File: config.mk
export PLATFORM = sky130hd
export DESIGN_NAME = ohlc_bar_resampler
export DESIGN_NICKNAME = d
export VERILOG_FILES = /design/src/rtl/ohlc_pkg.sv /design/src/rtl/ohlc_period_unit.sv /design/src/rtl/ohlc_out_fifo.sv /design/src/rtl/ohlc_bar_resampler.sv
export SDC_FILE = /design/constraint.sdc
export NUM_CORES = 2
export LEC_CHECK = 0
export CORE_UTILIZATION = 66
export CTS_CLUSTER_SIZE = 40
export DETAILED_ROUTE_END_ITERATION = 12
export DONT_BUFFER_PORTS = 1
export GPL_ROUTABILITY_DRIVEN = 0
export PLACE_DENSITY = 0.82
export SETUP_SLACK_MARGIN = 0.2
export SKIP_LAST_GASP = 1
export SLEW_MARGIN = 20
export SYNTH_ARGS = -nofsm -noshare
export SYNTH_HDL_FRONTEND = slang
export SYNTH_HIERARCHICAL = 1
export SYNTH_SLANG_ARGS = --single-unit
File: constraint.sdc
create_clock -name i_clk -period 69.1 [get_ports i_clk]
set_clock_uncertainty 0.1 [all_clocks]
set_input_delay 13.82 -clock i_clk [delete_from_list [all_inputs] [get_ports i_clk]]
set_output_delay 13.82 -clock i_clk [all_outputs]
set_load 0.02 [all_outputs]
File: src/rtl/ohlc_pkg.sv
// Shared widths, constants and transaction types for the OHLC bar resampler.
package ohlc_pkg;

    localparam int TIME_BITS      = 40;
    localparam int PRICE_BITS     = 48;
    localparam int VOL_BITS       = 48;
    localparam int INTERVAL_BITS  = 24;
    localparam logic [INTERVAL_BITS-1:0] INTERVAL_RESET = INTERVAL_BITS'(60);

    localparam int OUT_DEPTH      = 4;
    localparam int OUT_PTR_BITS   = $clog2(OUT_DEPTH);
    localparam int OUT_CNT_BITS   = $clog2(OUT_DEPTH + 1);

    typedef struct packed {
        logic        [TIME_BITS-1:0]  bar_time;
        logic signed [PRICE_BITS-1:0] open_price;
        logic signed [PRICE_BITS-1:0] high_price;
        logic signed [PRICE_BITS-1:0] low_price;
        logic signed [PRICE_BITS-1:0] close_price;
        logic        [VOL_BITS-1:0]   bar_volume;
        logic                         end_of_data;
    } t_bar_in;

    typedef struct packed {
        logic        [TIME_BITS-1:0]  period_start;
        logic signed [PRICE_BITS-1:0] out_open;
        logic signed [PRICE_BITS-1:0] out_high;
        logic signed [PRICE_BITS-1:0] out_low;
        logic signed [PRICE_BITS-1:0] out_close;
        logic        [VOL_BITS-1:0]   out_volume;
        logic                         last_bar;
    } t_bar_out;

    // Results of one input transaction: up to two bars, in order.
    typedef struct packed {
        logic [1:0] count;
        t_bar_out   first;
        t_bar_out   second;
    } t_emit;

endpackage

File: src/rtl/ohlc_period_unit.sv
// Open-period state, interval register and per-bar merge/emit logic.
module ohlc_period_unit
    import ohlc_pkg::*;
(
    input  logic                     i_clk,
    input  logic                     i_rst_n,
    input  logic                     i_cfg_wr_en,
    input  logic [INTERVAL_BITS-1:0] i_cfg_wr_data,
    input  logic                     i_fire,
    input  t_bar_in                  i_bar,
    output t_emit                    o_emit
);

    logic [INTERVAL_BITS-1:0]     r_interval_seconds;
    logic                         r_period_open, n_period_open;
    logic        [TIME_BITS-1:0]  r_start_time, n_start_time;
    logic        [TIME_BITS-1:0]  r_end_time, n_end_time;
    logic signed [PRICE_BITS-1:0] r_acc_open, n_acc_open;
    logic signed [PRICE_BITS-1:0] r_acc_high, n_acc_high;
    logic signed [PRICE_BITS-1:0] r_acc_low, n_acc_low;
    logic signed [PRICE_BITS-1:0] r_acc_close, n_acc_close;
    logic        [VOL_BITS-1:0]   r_acc_volume, n_acc_volume;

    logic [VOL_BITS:0] vol_sum;
    t_bar_out          pass_bar;
    t_bar_out          old_bar;
    t_bar_out          eod_bar;
    logic              emitted_old;
    t_emit             emit;

    function automatic logic [TIME_BITS-1:0] time_add_sat(
        input logic [TIME_BITS-1:0]     t,
        input logic [INTERVAL_BITS-1:0] d
    );
        logic [TIME_BITS:0] s;
        s = {1'b0, t} + (TIME_BITS + 1)'(d);
        return s[TIME_BITS] ? {TIME_BITS{1'b1}} : s[TIME_BITS-1:0];
    endfunction

    assign vol_sum = {1'b0, r_acc_volume} + {1'b0, i_bar.bar_volume};

    always_comb begin
        n_period_open = r_period_open;
        n_start_time  = r_start_time;
        n_end_time    = r_end_time;
        n_acc_open    = r_acc_open;
        n_acc_high    = r_acc_high;
        n_acc_low     = r_acc_low;
        n_acc_close   = r_acc_close;
        n_acc_volume  = r_acc_volume;
        emitted_old   = 1'b0;
        emit          = '0;
        eod_bar       = '0;

        pass_bar.period_start = i_bar.bar_time;
        pass_bar.out_open     = i_bar.open_price;
        pass_bar.out_high     = i_bar.high_price;
        pass_bar.out_low      = i_bar.low_price;
        pass_bar.out_close    = i_bar.close_price;
        pass_bar.out_volume   = i_bar.bar_volume;
        pass_bar.last_bar     = i_bar.end_of_data;

        old_bar.period_start  = r_start_time;
        old_bar.out_open      = r_acc_open;
        old_bar.out_high      = r_acc_high;
        old_bar.out_low       = r_acc_low;
        old_bar.out_close     = r_acc_close;
        old_bar.out_volume    = r_acc_volume;
        old_bar.last_bar      = 1'b0;

        if (r_interval_seconds == '0) begin
            // pass-through; an open period is flushed ahead of the bar
            n_period_open = 1'b0;
            if (r_period_open) begin
                emit.first  = old_bar;
                emit.second = pass_bar;
                emit.count  = 2'd2;
            end else begin
                emit.first = pass_bar;
                emit.count = 2'd1;
            end
        end else begin
            if (!r_period_open || (i_bar.bar_time >= r_end_time)) begin
                if (!r_period_open) begin
                    n_start_time = i_bar.bar_time;
                    n_end_time   = time_add_sat(i_bar.bar_time, r_interval_seconds);
                end else begin
                    // period closed: next one starts at old end, one interval only
                    emitted_old  = 1'b1;
                    emit.first   = old_bar;
                    emit.count   = 2'd1;
                    n_start_time = r_end_time;
                    n_end_time   = time_add_sat(r_end_time, r_interval_seconds);
                end
                n_period_open = 1'b1;
                n_acc_open    = i_bar.open_price;
                n_acc_high    = i_bar.high_price;
                n_acc_low     = i_bar.low_price;
                n_acc_close   = i_bar.close_price;
                n_acc_volume  = i_bar.bar_volume;
            end else begin
                if (i_bar.high_price > r_acc_high) begin
                    n_acc_high = i_bar.high_price;
                end
                if (i_bar.low_price < r_acc_low) begin
                    n_acc_low = i_bar.low_price;
                end
                n_acc_close  = i_bar.close_price;
                n_acc_volume = vol_sum[VOL_BITS] ? {VOL_BITS{1'b1}} : vol_sum[VOL_BITS-1:0];
            end

            // flush record built from the updated period
            eod_bar.period_start = n_start_time;
            eod_bar.out_open     = n_acc_open;
            eod_bar.out_high     = n_acc_high;
            eod_bar.out_low      = n_acc_low;
            eod_bar.out_close    = n_acc_close;
            eod_bar.out_volume   = n_acc_volume;
            eod_bar.last_bar     = 1'b1;

            if (i_bar.end_of_data) begin
                n_period_open = 1'b0;
                if (emitted_old) begin
                    emit.second = eod_bar;
                    emit.count  = 2'd2;
                end else begin
                    emit.first = eod_bar;
                    emit.count = 2'd1;
                end
            end
        end

        if (!i_fire) begin
            emit.count = 2'd0;
        end
    end

    assign o_emit = emit;

    always_ff @(posedge i_clk) begin
        if (!i_rst_n) begin
            r_interval_seconds <= INTERVAL_RESET;
            r_period_open      <= 1'b0;
        end else begin
            if (i_cfg_wr_en) begin
                r_interval_seconds <= i_cfg_wr_data;
            end
            if (i_fire) begin
                r_period_open <= n_period_open;
            end
        end
    end

    always_ff @(posedge i_clk) begin
        if (i_fire) begin
            r_start_time <= n_start_time;
            r_end_time   <= n_end_time;
            r_acc_open   <= n_acc_open;
            r_acc_high   <= n_acc_high;
            r_acc_low    <= n_acc_low;
            r_acc_close  <= n_acc_close;
            r_acc_volume <= n_acc_volume;
        end
    end

endmodule

File: src/rtl/ohlc_out_fifo.sv
// Small result queue: takes up to two bars per cycle, hands out one per cycle unless stalled.
module ohlc_out_fifo
    import ohlc_pkg::*;
(
    input  logic     i_clk,
    input  logic     i_rst_n,
    input  t_emit    i_emit,
    output logic     o_room,
    output logic     o_valid,
    input  logic     i_stall,
    output t_bar_out o_data
);

    t_bar_out                r_mem [OUT_DEPTH];
    logic [OUT_PTR_BITS-1:0] r_wr_ptr, n_wr_ptr;
    logic [OUT_PTR_BITS-1:0] r_rd_ptr, n_rd_ptr;
    logic [OUT_CNT_BITS-1:0] r_count, n_count;
    logic                    pop;

    assign o_valid = (r_count != '0);
    assign o_data  = r_mem[r_rd_ptr];
    assign pop     = o_valid && !i_stall;
    // room for a two-bar transaction
    assign o_room  = (r_count <= OUT_CNT_BITS'(OUT_DEPTH - 2));

    always_comb begin
        n_wr_ptr = r_wr_ptr + OUT_PTR_BITS'(i_emit.count);
        n_rd_ptr = r_rd_ptr + OUT_PTR_BITS'(pop);
        n_count  = r_count + OUT_CNT_BITS'(i_emit.count) - OUT_CNT_BITS'(pop);
    end

    always_ff @(posedge i_clk) begin
        if (!i_rst_n) begin
            r_wr_ptr <= '0;
            r_rd_ptr <= '0;
            r_count  <= '0;
        end else begin
            r_wr_ptr <= n_wr_ptr;
            r_rd_ptr <= n_rd_ptr;
            r_count  <= n_count;
        end
    end

    always_ff @(posedge i_clk) begin
        if (i_emit.count != 2'd0) begin
            r_mem[r_wr_ptr] <= i_emit.first;
        end
        if (i_emit.count == 2'd2) begin
            r_mem[r_wr_ptr + OUT_PTR_BITS'(1)] <= i_emit.second;
        end
    end

endmodule

File: src/rtl/ohlc_bar_resampler.sv
// OHLC bar resampler: merges a time-ordered bar stream into bars of a set interval.
// One input transaction is taken per clock unless o_in_stall is high. A transaction
// is held in an input register, merged into the open period once the result queue
// has room, and its results land in a four-entry result queue, so every result
// passes through the input register and the queue before it is offered. Most bars
// give zero or one result; a bar that both closes a period and carries end_of_data,
// or a bar arriving with interval 0 while a period is open, gives two, which the
// single output port drains one at a time. The input side keeps taking one bar per
// cycle as long as the queue holds at most two bars; a stalled output fills it and
// stalls the input. The interval register resets to 60 and is written through
// i_cfg_wr_en and i_cfg_wr_data; the user must write it only while no transaction
// is in flight, and the block itself does not enforce this. 0 passes bars through.
module ohlc_bar_resampler
    import ohlc_pkg::*;
(
    input  logic                     i_clk,
    input  logic                     i_rst_n,
    input  logic                     i_cfg_wr_en,
    input  logic [INTERVAL_BITS-1:0] i_cfg_wr_data,
    input  logic                     i_in_valid,
    output logic                     o_in_stall,
    input  t_bar_in                  i_in_data,
    output logic                     o_out_valid,
    input  logic                     i_out_stall,
    output t_bar_out                 o_out_data
);

    logic    r_in_valid;
    t_bar_in r_in;
    logic    room;
    logic    fire;
    logic    accept;
    t_emit   emit;

    // Input stage advances when the queue can absorb a two-bar transaction.
    assign fire       = r_in_valid && room;
    assign o_in_stall = r_in_valid && !room;
    assign accept     = i_in_valid && !o_in_stall;

    always_ff @(posedge i_clk) begin
        if (!i_rst_n) begin
            r_in_valid <= 1'b0;
        end else begin
            r_in_valid <= accept || (r_in_valid && !fire);
        end
    end

    always_ff @(posedge i_clk) begin
        if (accept) begin
            r_in <= i_in_data;
        end
    end

    ohlc_period_unit u_period (
        .i_clk         (i_clk),
        .i_rst_n       (i_rst_n),
        .i_cfg_wr_en   (i_cfg_wr_en),
        .i_cfg_wr_data (i_cfg_wr_data),
        .i_fire        (fire),
        .i_bar         (r_in),
        .o_emit        (emit)
    );

    ohlc_out_fifo u_out_fifo (
        .i_clk   (i_clk),
        .i_rst_n (i_rst_n),
        .i_emit  (emit),
        .o_room  (room),
        .o_valid (o_out_valid),
        .i_stall (i_out_stall),
        .o_data  (o_out_data)
    );

endmodule

==> results <==
- Summed over all instances, the cell type with the most area after synthesis is sky130_fd_sc_hd__edfxtp_1.
- The highest clock frequency the design can meet is 0.0557 GHz.
- The area of the mapped netlist is 92700 µm².
- After detailed placement, the design holds a cell count of 7680.
- The final setup violation count is 0.
- The maximum number of pins on one net before global-route repair is 154.
- After detailed routing, the total wire length is 247000 µm.
- TritonCTS built the clock tree.
- The count of flip-flops with a built-in enable after synthesis is 1725.
- In the synthesized netlist, the number of instances is 6102.
- The via count of the first global-routing pass is 55618.
- The per-instance average area after synthesis is 15.2 µm².
- The post-synthesis cell type count is 93.
- The filler cell count in the final layout is 8729.
- Across the run, the number of max-cap violations was 0.
- Among all flip-flop cells after synthesis, the most frequent one is sky130_fd_sc_hd__edfxtp_1.
- The die area is 142000 µm².
- The number of register bits inferred by synthesis is 1758.
- The clock insertion delay at the later pin of the skew report is 0.82 ns.
- In the final layout, flip-flops and latches occupy 52500 µm².
- Excluding fillers, the count of instances in the completed layout stands at 8072.
- The number of max-slew violations in the final report is 0.
- The share of the Yosys chip area taken by registers is 56.6%.
- The critical path is of the flop to output port type.
- Of the cells placed in the final design, the portion with a size suffix greater than 1 is 27.5%.
- The register clock-pin slew on the reported worst setup and hold paths is 0.06 ns.
- Counting every net in the synthesized netlist gives 6652.
- After synthesis, the share of flip-flops with an asynchronous set or reset is 0%.
- Data on the critical path is required at its endpoint by 55.18 ns.
- The leakage power of the design is 35.7 nW.
- Once layout is complete, the utilization of the core stands at 71.4%.
- The peak ir drop on the vdd network is 0.0359 mV.
- The initialized floorplan defines 137 standard-cell rows.
- In this run the worst hold path is classified as flop to flop.
- The number of buffers inserted by post-CTS setup repair is 0.
- After synthesis, the largest family of logic cells by area is multiplexers.
- The endpoint type of the worst setup path is an output port.
- The synthesized netlist devotes 0.888% of its cell area to XOR and XNOR gates.
- In this run the worst path has a maximum fanout of 46.
- At the pin with the least slew margin, the transition time is 1.28 ns.
- The setup TNS is 0 ns.
- Of the available clock period, the critical path in the final layout requires 26.0%.
- The root buffer cell chosen for the clock tree is sky130_fd_sc_hd__clkbuf_16.
- The area added between synthesis and finish is 7.50%.
- The clock passes through at most 3 buffers.
- The time the worst path needs with I/O delays and setup is 17.95 ns.
- The horizontal extent of the die is 377 µm.
- Power spread over the standard cell area amounts to 28.9 nW/µm².
- The footprint of the multi-input gates is 37600 µm².
- The clock buffer count from CTS is 180.
- The number of failing hold endpoints at the final stage came to 0.
- The final-stage net count is 6538.
- The violation count after the first detailed-routing iteration is 6816.
- The detail route stage leaves a number of antenna-violating nets equal to 0.
- Dividing the detail-routed wire length by the instance count gives 30.5 µm.
- After detailed routing, the number of vias per cell comes to 6.97.
- The data arrival time of the critical path is 4.03 ns.
- The first global-routing pass estimated 362000 µm of wire.
- The first detailed-routing pass took 6 iterations.
- The all-layer global routing usage is 34.2%.
- The arithmetic-cell share of the synthesized area counting full adders, half adders and majority gates is 3.27%.
- The overall via count from detail_route is 56278.
- The nature of the critical path startpoint is a flop.
- The die is 377 µm tall.
- In this run the count of I/O pins placed on the die edge is 593.
- The initial core utilization is 66.5%.
- The number of H-tree branching levels is 4.
- The mux cell area share after synthesis is 23.2%.
- The number of warnings issued by yosys is 6.
- In this run the tightest slew margin relative to its limit is 14.8%.
- In the post-synthesis netlist, the biggest area contributors are sky130_fd_sc_hd__edfxtp_1 56%, sky130_fd_sc_hd__mux2_2 9.7%, sky130_fd_sc_hd__mux4_2 6.8%.
- After clock tree synthesis, the flow added hold-fix buffers numbering 0.
- The global-route congestion overflow total is 0.
- After detailed routing, the number of remaining DRC violations is 0.
- The total number of clock tree sinks is 1758.
- The initial antenna violation count is 91.
- The synthesized netlist devotes 8.48% of its cell area to compound gates.
- Setup repair after global routing left no endpoint under its margin.
- The quantity of I/O buffers inserted on ports is 0.
- In this run the standard cell core region covers 140000 µm².
- Of the post-synthesis cell area, the dominant cell type holds 55.9%.
- The count of cells resized by post-cts repair is 0.
- The post-detailed-placement half-perimeter wirelength is 156000 µm.
- After Yosys synthesis, and, or, nand and nor cells account for 4.45% of the synthesized area.
- The run finished with clean final reports.
[report_power, final]
part	internal [mW]	total (mW)	leakage (nW)	switching [mW]
combinational	0.256	0.615	16.7	0.359
sequential	1.27	1.32	16.3	0.0499
clock	0.523	0.942	2.74	0.419
[flip-flops by register name, indices dropped and copies added (netlist names), 2 cells and up]
name and count:
u_period/r_acc_low 48, r_in 281, u_period/r_acc_high 48, u_out_fifo/r_mem 1124, u_out_fifo/r_count 3, u_period/r_acc_open 48, u_period/r_end_time 40, u_out_fifo/r_rd_ptr 2
u_period/r_start_time 40, u_out_fifo/r_wr_ptr 2, u_period/r_acc_volume 48, u_period/r_acc_close 48, u_period/r_interval_seconds 24
[cells in the final DEF (no fill, tap or decap), drive strengths merged, types with 18 or more instances in the layout]
| master | count |
|---|---|
| nor2 | 141 |
| ha | 236 |
| and3 | 18 |
| clkinv | 89 |
| nor2b | 48 |
| dfxtp | 33 |
| edfxtp | 1725 |
| nand2 | 160 |
| a21o | 113 |
| o21a | 23 |
| mux4 | 281 |
| diode | 59 |
| o211ai | 21 |
| inv | 203 |
| a22oi | 40 |
| buf | 82 |
| a21oi | 193 |
| mux2 | 1221 |
| a22o | 327 |
| a31oi | 19 |
| and2 | 220 |
| nand2b | 21 |
| nand3 | 36 |
| xnor2 | 56 |
| nor3 | 26 |
| clkbuf | 212 |
| o22a | 39 |
| o21ai | 175 |
| nand4 | 44 |
| xor2 | 38 |
| nor4 | 20 |
| mux2i | 68 |
[cells in the mapped netlist, drive strengths merged, types with 56 or more instances]
library cell and n:
nand2 160, buf 215, inv 194, mux2 1221, a22o 327, and2 220, clkbuf 163, nor2 141
edfxtp 1725, ha 236, xnor2 56, o21ai 175, mux4 281, a21o 113, mux2i 68, a21oi 193
[cell families after synthesis]
kind of cell,count (synthesis)
adders and majority gates,240
DFF,1758
and+or+nand+nor,776
AOI/OAI and AO/OA,1092
xor gates and xnor gates,94
muxes,1570
buffers and inverters,572
[metal layers]
layer  up-vias  track usage [%]  wire [µm]
li1      24071                -          -
met2      3325             52.5     116000
met1     28191             44.3      91300
met4        70             17.7      12100
met3       621             9.95      26900
met5         -                0        490
[final timing paths]
| check | slack, ns | from | to | cells past startpoint |
|---|---|---|---|---|
| setup / recovery | 51.15 | u_out_fifo/r_rd_ptr[0] | o_out_data[192] | 3 |
| hold / removal | 0.37 | r_in[94] | u_period/r_acc_close[45] | 0 |
| hold reg to reg | 0.37 | r_in[94] | u_period/r_acc_close[45] | 0 |
| setup reg to reg | 61.20 | r_in[262] | u_out_fifo/r_mem[2][0] | 17 |
[area by class of cell]
cell class                 count  share of cell area, %
sequential                  1758                   52.6
multi-input combinational   3772                   37.7
clock buffer                 212                   4.68
tap                         1876                   2.35
clock inverter               119                  0.997
inverter                     194                  0.730
timing repair buffer          82                  0.720
antenna                       59                  0.148
[stage by stage]
step                instance area (µm²)  hold slack, ns  setup slack, ns  power, mW
floorplan                         92700           0.342            42.14       1.84
global placement                  93800           0.351            51.99       1.92
detailed placement                93800           0.357            51.91       1.95
CTS                               99500           0.365            50.98       2.88
global route                      99700           0.386            50.81       2.97
finish                            99700           0.366            51.15       2.88
[worst max-delay path, stage by stage (launching register included)]
cell and delay, ns:
sky130_fd_sc_hd__dfxtp_4 0.75, sky130_fd_sc_hd__buf_4 0.80, sky130_fd_sc_hd__buf_4 0.80, sky130_fd_sc_hd__mux4_2 0.74
Note: power is estimated with default switching activity, not from simulation.
